$ cat config.mk
export PLATFORM = sky130hd
export DESIGN_NAME = iir_direct_form_one_filter
export DESIGN_NICKNAME = d
export VERILOG_FILES = /design/src/iirdf1_pkg.sv /design/src/iirdf1_cell.sv /design/src/iirdf1_mac.sv /design/src/iir_direct_form_one_filter.sv
export SDC_FILE = /design/constraint.sdc
export NUM_CORES = 2
export LEC_CHECK = 0
export BUFFER_PORTS_ARGS = -buffer_cell sky130_fd_sc_hd__buf_2
export CORE_ASPECT_RATIO = 0.7
export CORE_MARGIN = 10
export CORE_UTILIZATION = 40
export CTS_BUF_LIST = sky130_fd_sc_hd__clkbuf_4
export DETAILED_ROUTE_END_ITERATION = 10
export GPL_TIMING_DRIVEN = 0
export PLACE_DENSITY_LB_ADDON = 0.05
export SLEW_MARGIN = 10
export SYNTH_ARGS = -nofsm -noshare
export SYNTH_HDL_FRONTEND = slang
export SYNTH_SLANG_ARGS = --single-unit
$ cat constraint.sdc
create_clock -name clk_i -period 10.5 [get_ports clk_i]
set_input_delay 1.05 -clock clk_i [delete_from_list [all_inputs] [get_ports clk_i]]
set_output_delay 1.05 -clock clk_i [all_outputs]
set_load 0.02 [all_outputs]
$ cat src/iirdf1_pkg.sv
// Shared types, widths and register indexes of the direct-form I IIR filter.
package iirdf1_pkg;

  localparam int unsigned SampleW   = 16;   // input and output samples
  localparam int unsigned CoefW     = 32;   // Q8.24 coefficient
  localparam int unsigned HistW     = 32;   // Q16.16 fed-back output
  localparam int unsigned ProdW     = CoefW + HistW;
  localparam int unsigned BProdW    = CoefW + SampleW;
  localparam int unsigned BShift    = 16;   // aligns b*x to Q.40
  localparam int unsigned AccW      = 72;   // holds 15 Q.40 terms exactly
  localparam int unsigned YShift    = 24;   // Q.40 -> Q16.16
  localparam int unsigned RShift    = 40;   // Q.40 -> integer
  localparam int unsigned CfgIdxW   = 4;
  localparam int unsigned CfgDataW  = 64;
  localparam int unsigned NumRegs   = 8;
  localparam int unsigned NumCoefs  = 8;    // b0..b7, a1..a7
  localparam int unsigned CoefIdxW  = 3;
  localparam int unsigned OrderDefault = 4;

  // Register indexes
  localparam logic [CfgIdxW-1:0] RegBCoef01 = 4'd0;
  localparam logic [CfgIdxW-1:0] RegBCoef23 = 4'd1;
  localparam logic [CfgIdxW-1:0] RegBCoef45 = 4'd2;
  localparam logic [CfgIdxW-1:0] RegBCoef67 = 4'd3;
  localparam logic [CfgIdxW-1:0] RegACoef12 = 4'd4;
  localparam logic [CfgIdxW-1:0] RegACoef34 = 4'd5;
  localparam logic [CfgIdxW-1:0] RegACoef56 = 4'd6;
  localparam logic [CfgIdxW-1:0] RegACoef7  = 4'd7;

  typedef enum logic [1:0] {
    StIdle,
    StMac,
    StDrain,
    StRound
  } state_e;

  typedef struct packed {
    logic rotate;   // take the pair from the next cell up the ring
    logic shift;    // take the pair from the previous cell (new sample at the head)
  } cell_ctrl_t;

  typedef struct packed {
    logic clear;    // zero the accumulator
    logic issue;    // start a product this cycle
    logic is_a;     // product is a feedback term (subtract, no alignment)
  } mac_ctrl_t;

endpackage

$ cat src/iirdf1_cell.sv
// One delay cell of the history ring: one past input and one past output.
module iirdf1_cell (
  input  logic                                   clk_i,
  input  logic                                   rst_ni,
  input  iirdf1_pkg::cell_ctrl_t                 ctrl_i,
  input  logic signed [iirdf1_pkg::SampleW-1:0]  rot_x_i,
  input  logic signed [iirdf1_pkg::HistW-1:0]    rot_y_i,
  input  logic signed [iirdf1_pkg::SampleW-1:0]  sh_x_i,
  input  logic signed [iirdf1_pkg::HistW-1:0]    sh_y_i,
  output logic signed [iirdf1_pkg::SampleW-1:0]  x_o,
  output logic signed [iirdf1_pkg::HistW-1:0]    y_o
);
  import iirdf1_pkg::*;

  logic signed [SampleW-1:0] x_q, x_d;
  logic signed [HistW-1:0]   y_q, y_d;

  always_comb begin
    x_d = x_q;
    y_d = y_q;
    if (ctrl_i.shift) begin
      x_d = sh_x_i;
      y_d = sh_y_i;
    end else if (ctrl_i.rotate) begin
      x_d = rot_x_i;
      y_d = rot_y_i;
    end
  end

  always_ff @(posedge clk_i or negedge rst_ni) begin
    if (!rst_ni) begin
      x_q <= '0;
      y_q <= '0;
    end else begin
      x_q <= x_d;
      y_q <= y_d;
    end
  end

  assign x_o = x_q;
  assign y_o = y_q;

endmodule

$ cat src/iirdf1_mac.sv
// Shared multiply-accumulate unit: one registered product a cycle into a Q.40 accumulator.
module iirdf1_mac (
  input  logic                                 clk_i,
  input  logic                                 rst_ni,
  input  iirdf1_pkg::mac_ctrl_t                ctrl_i,
  input  logic signed [iirdf1_pkg::CoefW-1:0]  coef_i,
  input  logic signed [iirdf1_pkg::HistW-1:0]  opnd_i,
  output logic signed [iirdf1_pkg::AccW-1:0]   acc_o
);
  import iirdf1_pkg::*;

  logic signed [ProdW-1:0] prod_q, prod_d;
  logic                    pvalid_q, pis_a_q;
  logic signed [AccW-1:0]  acc_q, acc_d;
  logic signed [AccW-1:0]  term_b, term_a;

  assign prod_d = coef_i * opnd_i;

  // b*x fits in BProdW bits; align it up to Q.40. a*y is already Q.40.
  assign term_b = {{(AccW-BProdW-BShift){prod_q[BProdW-1]}}, prod_q[BProdW-1:0],
                   {BShift{1'b0}}};
  assign term_a = {{(AccW-ProdW){prod_q[ProdW-1]}}, prod_q};

  always_comb begin
    acc_d = acc_q;
    if (ctrl_i.clear) begin
      acc_d = '0;
    end else if (pvalid_q) begin
      acc_d = pis_a_q ? (acc_q - term_a) : (acc_q + term_b);
    end
  end

  always_ff @(posedge clk_i) begin
    prod_q <= prod_d;
  end

  always_ff @(posedge clk_i or negedge rst_ni) begin
    if (!rst_ni) begin
      pvalid_q <= 1'b0;
      pis_a_q  <= 1'b0;
      acc_q    <= '0;
    end else begin
      pvalid_q <= ctrl_i.issue;
      pis_a_q  <= ctrl_i.is_a;
      acc_q    <= acc_d;
    end
  end

  assign acc_o = acc_q;

endmodule

$ cat src/iir_direct_form_one_filter.sv
// Direct-form I IIR filter: a ring of history cells feeding one shared MAC.
// An accepted item passes through StMac, StDrain and StRound; StRound loads the output register.
// A new item is accepted only in StIdle, once the last one is done, since the single multiplier
//   takes the 2*ORDER+1 products of one item one after the other.
// Reset (rst_ni low, asynchronous) zeroes coefficients and histories and empties the output.
// No clearing pass: the block comes out of reset in StIdle, ready to accept an item.
module iir_direct_form_one_filter #(
  parameter int unsigned ORDER = iirdf1_pkg::OrderDefault
) (
  input  logic                                  clk_i,
  input  logic                                  rst_ni,
  // input item stream
  input  logic                                  s_axis_tvalid,
  output logic                                  s_axis_tready,
  input  logic [iirdf1_pkg::SampleW-1:0]        s_axis_tdata,   // [15:0] sample
  // result item stream
  output logic                                  m_axis_tvalid,
  input  logic                                  m_axis_tready,
  output logic [iirdf1_pkg::SampleW-1:0]        m_axis_tdata,   // [15:0] filtered
  output logic                                  m_axis_tuser,   // [0] saturated
  // coefficient write channel
  input  logic                                  cfg_valid_i,
  output logic                                  cfg_ready_o,
  input  logic [iirdf1_pkg::CfgIdxW-1:0]        cfg_index_i,
  input  logic [iirdf1_pkg::CfgDataW-1:0]       cfg_data_i
);
  import iirdf1_pkg::*;

  localparam int unsigned NumSteps = 2 * ORDER + 1;
  localparam int unsigned StepW    = $clog2(NumSteps);
  localparam logic [StepW-1:0] LastStep = StepW'(2 * ORDER);

  // ------------------------------------------------------------------
  // Coefficient registers. Two Q8.24 values per register, lower index low.
  // ------------------------------------------------------------------
  logic [CfgDataW-1:0] coef_q [NumRegs];

  assign cfg_ready_o = 1'b1;

  always_ff @(posedge clk_i or negedge rst_ni) begin
    if (!rst_ni) begin
      for (int k = 0; k < NumRegs; k++) coef_q[k] <= '0;
    end else if (cfg_valid_i) begin
      // Drop writes beyond the register list; the last register is one coefficient wide.
      if (cfg_index_i == RegACoef7) begin
        coef_q[RegACoef7[CoefIdxW-1:0]] <= {{(CfgDataW-CoefW){1'b0}}, cfg_data_i[CoefW-1:0]};
      end else if (cfg_index_i < RegACoef7) begin
        coef_q[cfg_index_i[CoefIdxW-1:0]] <= cfg_data_i;
      end
    end
  end

  // Unpack into coefficient tables; a_tab[0] is unused (a0 is one by convention).
  logic signed [CoefW-1:0] b_tab [NumCoefs];
  logic signed [CoefW-1:0] a_tab [NumCoefs];

  always_comb begin
    for (int j = 0; j < NumCoefs; j++) begin
      b_tab[j] = coef_q[RegBCoef01 + j / 2][(j % 2) * CoefW +: CoefW];
    end
    a_tab[0] = '0;
    for (int j = 1; j < NumCoefs; j++) begin
      a_tab[j] = coef_q[RegACoef12 + (j - 1) / 2][((j - 1) % 2) * CoefW +: CoefW];
    end
  end

  // ------------------------------------------------------------------
  // Sequencer
  // Step 0 multiplies b0 by the new sample. Odd step 2i-1 takes b_i times the
  // ring head's input, even step 2i takes a_i times the head's output and then
  // advances the ring by one cell. After ORDER advances the ring is back home.
  // ------------------------------------------------------------------
  state_e                  state_q, state_d;
  logic [StepW-1:0]        step_q, step_d;
  logic signed [SampleW-1:0] x_q, x_d;
  logic                    out_valid_q, out_valid_d;
  logic [SampleW-1:0]      out_data_q, out_data_d;
  logic                    out_sat_q, out_sat_d;
  logic                    out_free;
  logic                    load_out;
  cell_ctrl_t              cell_ctrl;
  mac_ctrl_t               mac_ctrl;

  logic [StepW:0]          step_inc;
  logic [CoefIdxW-1:0]     coef_idx;
  logic                    step_is_a;
  logic signed [CoefW-1:0] mul_coef;
  logic signed [HistW-1:0] mul_opnd;

  logic signed [SampleW-1:0] cell_x [ORDER];
  logic signed [HistW-1:0]   cell_y [ORDER];
  logic signed [AccW-1:0]    acc;
  logic signed [HistW-1:0]   y_new;
  logic [SampleW-1:0]        r_new;
  logic                      r_sat;

  assign out_free = !out_valid_q || m_axis_tready;

  always_comb begin
    state_d       = state_q;
    step_d        = step_q;
    x_d           = x_q;
    s_axis_tready = 1'b0;
    load_out      = 1'b0;
    cell_ctrl     = '0;
    mac_ctrl      = '0;

    unique case (state_q)
      StIdle: begin
        s_axis_tready = 1'b1;
        if (s_axis_tvalid) begin
          x_d            = s_axis_tdata;
          step_d         = '0;
          mac_ctrl.clear = 1'b1;
          state_d        = StMac;
        end
      end
      StMac: begin
        mac_ctrl.issue   = 1'b1;
        mac_ctrl.is_a    = step_is_a;
        cell_ctrl.rotate = step_is_a;
        if (step_q == LastStep) begin
          state_d = StDrain;
        end else begin
          step_d = step_q + 1'b1;
        end
      end
      StDrain: begin
        // last product lands in the accumulator
        state_d = StRound;
      end
      StRound: begin
        // hold the finished sum until the output register can take it
        if (out_free) begin
          load_out        = 1'b1;
          cell_ctrl.shift = 1'b1;
          state_d         = StIdle;
        end
      end
      default: state_d = StIdle;
    endcase
  end

  always_ff @(posedge clk_i or negedge rst_ni) begin
    if (!rst_ni) begin
      state_q <= StIdle;
      step_q  <= '0;
    end else begin
      state_q <= state_d;
      step_q  <= step_d;
    end
  end

  always_ff @(posedge clk_i) begin
    x_q <= x_d;
  end

  // Operand selection for the shared multiplier
  assign step_inc  = {1'b0, step_q} + 1'b1;
  assign coef_idx  = CoefIdxW'(step_inc >> 1);
  assign step_is_a = (step_q != '0) && !step_q[0];

  always_comb begin
    if (step_is_a) begin
      mul_coef = a_tab[coef_idx];
      mul_opnd = cell_y[0];
    end else if (step_q == '0) begin
      mul_coef = b_tab[coef_idx];
      mul_opnd = HistW'(x_q);
    end else begin
      mul_coef = b_tab[coef_idx];
      mul_opnd = HistW'(cell_x[0]);
    end
  end

  iirdf1_mac u_mac (
    .clk_i  (clk_i),
    .rst_ni (rst_ni),
    .ctrl_i (mac_ctrl),
    .coef_i (mul_coef),
    .opnd_i (mul_opnd),
    .acc_o  (acc)
  );

  // ------------------------------------------------------------------
  // History ring. Cell 0 is the head and holds x[n-1], y[n-1].
  // ------------------------------------------------------------------
  for (genvar k = 0; k < ORDER; k++) begin : g_cell
    logic signed [SampleW-1:0] sh_x;
    logic signed [HistW-1:0]   sh_y;

    if (k == 0) begin : g_head
      assign sh_x = x_q;
      assign sh_y = y_new;
    end else begin : g_body
      assign sh_x = cell_x[k-1];
      assign sh_y = cell_y[k-1];
    end

    iirdf1_cell u_cell (
      .clk_i   (clk_i),
      .rst_ni  (rst_ni),
      .ctrl_i  (cell_ctrl),
      .rot_x_i (cell_x[(k + 1) % ORDER]),
      .rot_y_i (cell_y[(k + 1) % ORDER]),
      .sh_x_i  (sh_x),
      .sh_y_i  (sh_y),
      .x_o     (cell_x[k]),
      .y_o     (cell_y[k])
    );
  end

  // ------------------------------------------------------------------
  // Round half up and saturate: Q16.16 feedback and 16-bit output.
  // ------------------------------------------------------------------
  logic signed [AccW-1:0]      rnd_y, rnd_r;
  logic [AccW-YShift-HistW:0]  y_top;
  logic [AccW-RShift-SampleW:0] r_top;
  logic                        y_fits, r_fits;

  assign rnd_y  = acc + (AccW'(1) << (YShift - 1));
  assign rnd_r  = acc + (AccW'(1) << (RShift - 1));
  assign y_top  = rnd_y[AccW-1:YShift+HistW-1];
  assign r_top  = rnd_r[AccW-1:RShift+SampleW-1];
  assign y_fits = (&y_top) || !(|y_top);
  assign r_fits = (&r_top) || !(|r_top);

  always_comb begin
    if (y_fits) begin
      y_new = rnd_y[YShift+HistW-1:YShift];
    end else begin
      y_new = rnd_y[AccW-1] ? {1'b1, {(HistW-1){1'b0}}} : {1'b0, {(HistW-1){1'b1}}};
    end
    if (r_fits) begin
      r_new = rnd_r[RShift+SampleW-1:RShift];
    end else begin
      r_new = rnd_r[AccW-1] ? {1'b1, {(SampleW-1){1'b0}}} : {1'b0, {(SampleW-1){1'b1}}};
    end
    r_sat = !r_fits;
  end

  // ------------------------------------------------------------------
  // Output register: frees the input side while a result waits.
  // ------------------------------------------------------------------
  always_comb begin
    out_valid_d = out_valid_q;
    out_data_d  = out_data_q;
    out_sat_d   = out_sat_q;
    if (load_out) begin
      out_valid_d = 1'b1;
      out_data_d  = r_new;
      out_sat_d   = r_sat;
    end else if (m_axis_tready) begin
      out_valid_d = 1'b0;
    end
  end

  always_ff @(posedge clk_i or negedge rst_ni) begin
    if (!rst_ni) begin
      out_valid_q <= 1'b0;
    end else begin
      out_valid_q <= out_valid_d;
    end
  end

  always_ff @(posedge clk_i) begin
    out_data_q <= out_data_d;
    out_sat_q  <= out_sat_d;
  end

  assign m_axis_tvalid = out_valid_q;
  assign m_axis_tdata  = out_data_q;
  assign m_axis_tuser  = out_sat_q;

endmodule
=== Word level (Yosys, flattened, before mapping) ===
Index checks and enable logic that the tools add are counted.

* Register bits after elaboration: 882
* Input port bits: 89
* Output and inout bits: 20

* Add/subtract/negate cells: 6
* Multipliers: 1
* Order comparisons: 4
* Equality and inequality tests: 9
* Mux-type cells: 53
* Bitwise logic cells: 3
* Reduce and logical (&&, ||, !) cells: 27

{| class="wikitable"
|+ Operators with widths
! cell !! count
|-
| $mux 32 || 17
|-
| $bwmux 512 || 1
|-
| $mux 72 || 3
|-
| $bmux 32 s3 || 2
|-
| $demux 64 s3 || 1
|-
| $mux 64 || 3
|-
| $mux 16 || 10
|-
| $add 72x25->72 const B || 1
|-
| $add 72x41->72 const B || 1
|-
| $add 72x64->72 || 1
|-
| $sub 72x64->72 || 1
|-
| $mul 32x32->64 || 1
|-
| $reduce_and 17->1 || 2
|-
| $reduce_or 17->1 || 2
|-
| $reduce_bool 2->1 || 5
|-
| $reduce_and 3->1 || 3
|-
| $add 4x1->4 const B || 2
|-
| $ge 4x4->1 const B || 2
|-
| $mux 1 || 8
|-
| $mux 2 || 4
|-
| $mux 4 || 2
|-
| $ne 2x2->1 const B || 4
|-
| $not 3->4 || 2
|-
| $pmux 2 s4 || 1
|-
| 15 further kinds || 24
|}

=== Longest topological paths before layout ===
* Depth in word-level cells: 8
* Gate-level depth with buffers: 43
* Gate-level depth less buffers: 36

=== Cells and area by module ===
From an unflattened synthesis, not the netlist that was laid out.

* Cell total of the unflattened synthesis: 8058
* Area total of the unflattened synthesis: 82852.0 um2

{| class="wikitable"
|+ Modules (own cells, without submodules)
! module !! instances !! cells an instance !! area an instance (um2) !! seq. area each (um2)
|-
| iirdf1_mac || 1 || 5299 || 47793.3 || 3133.0
|-
| iir_direct_form_one_filter || 1 || 1927 || 26100.0 || 13177.6
|-
| iirdf1_cell || 4 || 208 || 2239.6 || 1201.2
|}

=== Worst setup path after synthesis ===
OpenSTA, ideal clock, no wires.

* Path type: reg2reg
* From: register step_q[0]
* To: register u_mac.prod_q[47]
* Library setup time: 0.120 ns
* Data arrival time: 10.126 ns
* Required time: 10.380 ns
* Path slack: 0.254 ns
* Cell stages (with the launch flop): 40
* Path through: dfrtp_1 clkbuf_1 inv_1 ha_1 buf_2 clkinv_1 buf_2 buf_1 mux4_2 o21ai_0 nor2_1 or2_1 buf_2 buf_2 nand2_1 fa_1 fa_1 inv_1 [4 not listed] inv_1 fa_1 inv_1 fa_1 fa_1 inv_1 ha_1 clkbuf_1 nand3_1 or3_1 a2111o_1 o2111a_1 or2_1 o311ai_1 nand2_1 o21ai_1 o21ai_1 xnor2_1

* Word-level cells in the longest chain between the ends: 7
* Elaborated cells between the ends (all ways): 16
* Those cells by class: 1 x add/sub; 1 x mul; 9 x mux; 1 x bitwise; 4 x reduce/logical

{| class="wikitable"
|+ RTL lines
! item !! line !! RTL
|-
| from (decl) || iir_direct_form_one_filter.sv:74 || <nowiki>logic [StepW-1:0] step_q, step_d;</nowiki>
|-
| from (signal assigned) || iir_direct_form_one_filter.sv:150 || <nowiki>step_q <= step_d;</nowiki>
|-
| $add 4x1->4 || iir_direct_form_one_filter.sv:159 || <nowiki>assign step_inc = {1'b0, step_q} + 1'b1;</nowiki>
|-
| $not 3->4 (implied by the code) || iir_direct_form_one_filter.sv:165, iir_direct_form_one_filter.sv:168, iir_direct_form_one_filter.sv:171 ||
|-
| $bmux 32 s3 (on tied branches) || iir_direct_form_one_filter.sv:168, iir_direct_form_one_filter.sv:171, iir_direct_form_one_filter.sv:165 ||
|-
| $mux 32 (on tied branches) (2 in a row) || iir_direct_form_one_filter.sv:168, iir_direct_form_one_filter.sv:171, iir_direct_form_one_filter.sv:165 ||
|-
| $mux 32 || iir_direct_form_one_filter.sv:164 || <nowiki>if (step_is_a) begin</nowiki>
|-
| $mul 32x32->64 * || iirdf1_mac.sv:17 || <nowiki>assign prod_d = coef_i * opnd_i;</nowiki>
|-
| named net u_mac.prod_d[47] || iirdf1_mac.sv:12 || <nowiki>logic signed [ProdW-1:0] prod_q, prod_d;</nowiki>
|-
| to (signal assigned) || iirdf1_mac.sv:34 || <nowiki>prod_q <= prod_d;</nowiki>
|-
| to (decl) || iirdf1_mac.sv:12 ||
|}

Mark *: on every way through the listed nets, which the timed path passes. The rest lies on a longest branch. The select of a mux whose other input is x is not followed.
A chain may end at the register's enable or synchronous reset.

=== Worst setup path after layout ===
* From: register step_q[0]
* To: register u_mac.prod_q[44]

The elaborated chain is that of the path after synthesis.

==> results.cfg <==
[outcome]
status = complete, no violations

[clock_tree]
cts_tree = yes
h-tree-depth = 4
cts_buffers = 226
clkTransAtPathRegs_ns = 0.07
cts.sinks = 850
insertion_delay_ns = 1.29
clock-root-buffer = clkbuf_4
cts_buffer_depth = 4

[route]
ant_nets = 0
finalWirelength_um = 371000
dr.first_iter.drc_count = 8221
firstDrtPassIters = 9
wl_per_cell_um = 31.6
drc = 0
vias_per_cell = 5.83
vias = 68600

[yosys]
synthDominantCellAreaShare = 0.265
synth_nets = 9912
ys_warn_count = 0
synthArstFlopShare = 0.886
ys.flop_type = dfrtp_1
synthDistinctLibCells = 99
synth-edff-count = 33
synth.cell_area_um2 = 81800
ys_top_cells_by_area = fa_1, dfrtp_1, mux2_2, inv_1, ha_1
yosysSeqAreaShare = 0.258
netlist_instances = 8421
synth_top_area_cell = fa_1
avgSynthCellArea_um2 = 9.71
ys_seq_elements = 850

[finish]
syn2layout_area_growth_pct = 14.0
final_cell_count_no_fill = 11800
drive_gt1_frac = 0.194
fin_nets = 10400

[sta]
setup_tns_ns = 0
worst_pin_slew_ns = 1.32
max_freq_ghz = 0.0964
slew_headroom = 0.122
slew_viol_final = 0
finClkSkew_ns = 0.178
period_needed_ns = 10.38
hold_violations = 0
worst_hold_slack_ns = 0.163
finalCritPeriodShare = 0.988
worst_slack_ns = 0.123
setup_viol_count_final = 0

[global_routing]
grt.total_usage = 0.325
grt_pass1_vias = 68200
grt_overflow_total = 0
grt_pass1_wl_um = 521000
antenna_found_initial = 37
grt_max_degree = 111

[critical_path]
worstPathRequired_ns = 11.62
path_class = reg2reg
critPathBufInv = 12
critPathMaxStageDelay_ns = 0.64
reg2reg_slack_ns = 0.12
cp-end-kind = flop
cp_max_fo = 10
critical-path-top-delay-family = adder cells
cpMaxStageDelayCell = fa_2
critPathLaunchType = flop
cp_common_cell = fa_1
cp.arrival_ns = 11.49

[die]
dieArea_um2 = 223000
io_pins = 109
core_um2 = 203000
die_h_um = 398
start_util = 0.403
rows = 138
die_x_um = 560

[worst_hold_path]
min_path_type = in2reg

[place]
port_buffers = 107
dpl.cell_count = 11300
dp_slack_ns = -5.54
dp_hpwl_um = 297000
gp_congestion = 1.05

[flow_run]
drv_cap = 0
## worst paths after layout
| path | cells after the start | start | endpoint |
|---|---|---|---|
| min in group asynchronous | 2 | rst_ni | a_tab[135]$_DFFE_PN0P_ |
| setup / recovery | 35 | step_q[0]$_DFFE_PN0P_ | u_mac.prod_q[44]$_DFF_P_ |
| hold reg to reg | 2 | g_cell[3].u_cell.x_o[7]$_DFFE_PN0P_ | g_cell[2].u_cell.x_o[7]$_DFFE_PN0P_ |
| max in group asynchronous | 6 | rst_ni | g_cell[1].u_cell.x_o[4]$_DFFE_PN0P_ |
| setup reg to reg | 35 | step_q[0]$_DFFE_PN0P_ | u_mac.prod_q[44]$_DFF_P_ |
| hold / removal | 2 | cfg_data_i[51] | b_tab[19]$_DFFE_PN0P_ |
## placed cells by master (no fill, tap or decap), drive strengths merged, types with 89 or more instances in the layout
master     n
inv     1120
o21ai    240
ha       318
a21o     116
nand2   1058
xnor2    144
clkbuf   630
mux2     496
xor2      89
mux4      96
a31oi    190
mux2i    103
buf      419
a21oi    274
dfrtp    753
fa      1084
nor2     958
## Yosys cell counts (22+ instances only)
| cell type | number |
|---|---|
| a21oi_1 | 273 |
| clkbuf_1 | 348 |
| xor2_1 | 88 |
| mux2_2 | 496 |
| inv_1 | 1121 |
| a21o_1 | 116 |
| o211ai_1 | 22 |
| a211oi_1 | 49 |
| o21bai_1 | 32 |
| o221ai_1 | 27 |
| nor2b_1 | 22 |
| a31oi_1 | 189 |
| edfxtp_1 | 33 |
| dfxtp_1 | 64 |
| fa_1 | 1084 |
| mux2i_1 | 102 |
| o21ai_0 | 219 |
| mux4_2 | 96 |
| xnor2_1 | 143 |
| o21a_1 | 40 |
| ha_1 | 318 |
| buf_2 | 87 |
| nand2b_1 | 40 |
| nand2_1 | 1058 |
| nor2_1 | 955 |
| dfrtp_1 | 753 |
| nand4_1 | 51 |
| and2_1 | 24 |
| or2_2 | 40 |
| buf_1 | 29 |
| and3_1 | 48 |
| nor3_1 | 59 |
| nand3_1 | 80 |
## flip-flops by register name, indices dropped and copies added (netlist names), 2 cells and up
register	cells
g_cell.u_cell.y_o	128
step_q	4
m_axis_tdata	16
g_cell.sh_x	16
u_mac.prod_q	64
u_mac.acc_o	72
a_tab	224
b_tab	256
state_q	2
g_cell.u_cell.x_o	64
## metal layers
layer	up-vias	wire, um	track usage
met3	514	54800	0.140
met2	4027	131000	0.396
met5	-	436	0.00212
met4	20	9410	0.0746
li1	28400	-	-
met1	35600	175000	0.514
## kinds of logic after synthesis
kind of cell / share of synthesized area
AND/OR/NAND/NOR: 0.127
buffers and inverters: 0.0775
adder cells (fa/ha/maj): 0.314
other: 0.0000459
AO/OA/AOI/OAI: 0.0909
flip-flops: 0.258
XOR/XNOR: 0.0251
multiplexers: 0.108
## final cells by class
class,instances,area (um2)
Fill cell,19700,109000
Clock inverter,40,255
Multi-Input combinational cell,5949,55900
Antenna cell,8,20.0
Buffer,440,3100
Timing Repair Buffer,299,2710
Tap cell,2730,3420
Sequential cell,850,21100
Clock buffer,329,2470
Inverter,1125,4260
## per-stage QoR
| stage | instance area (um2) | util |
|---|---|---|
| after floorplan | 81800 | - |
| after global placement | 85700 | 0.423 |
| after detailed placement | 86300 | 0.426 |
| after CTS | 91600 | 0.452 |
| after global routing | 93200 | 0.460 |
| final | 93200 | 0.460 |
## what timing repair did
action	4_1_cts	5_1_grt
hold buffers	19	0
endpoints found under the hold margin	100	0
buffers inserted	77	60
setup endpoints to repair	57	31
gates cloned	2	4
gates resized for setup	516	286
pin swaps	45	47
Power is not shown: default switching activity piles up to over one toggle a cycle in this logic, so the estimate is an artifact.
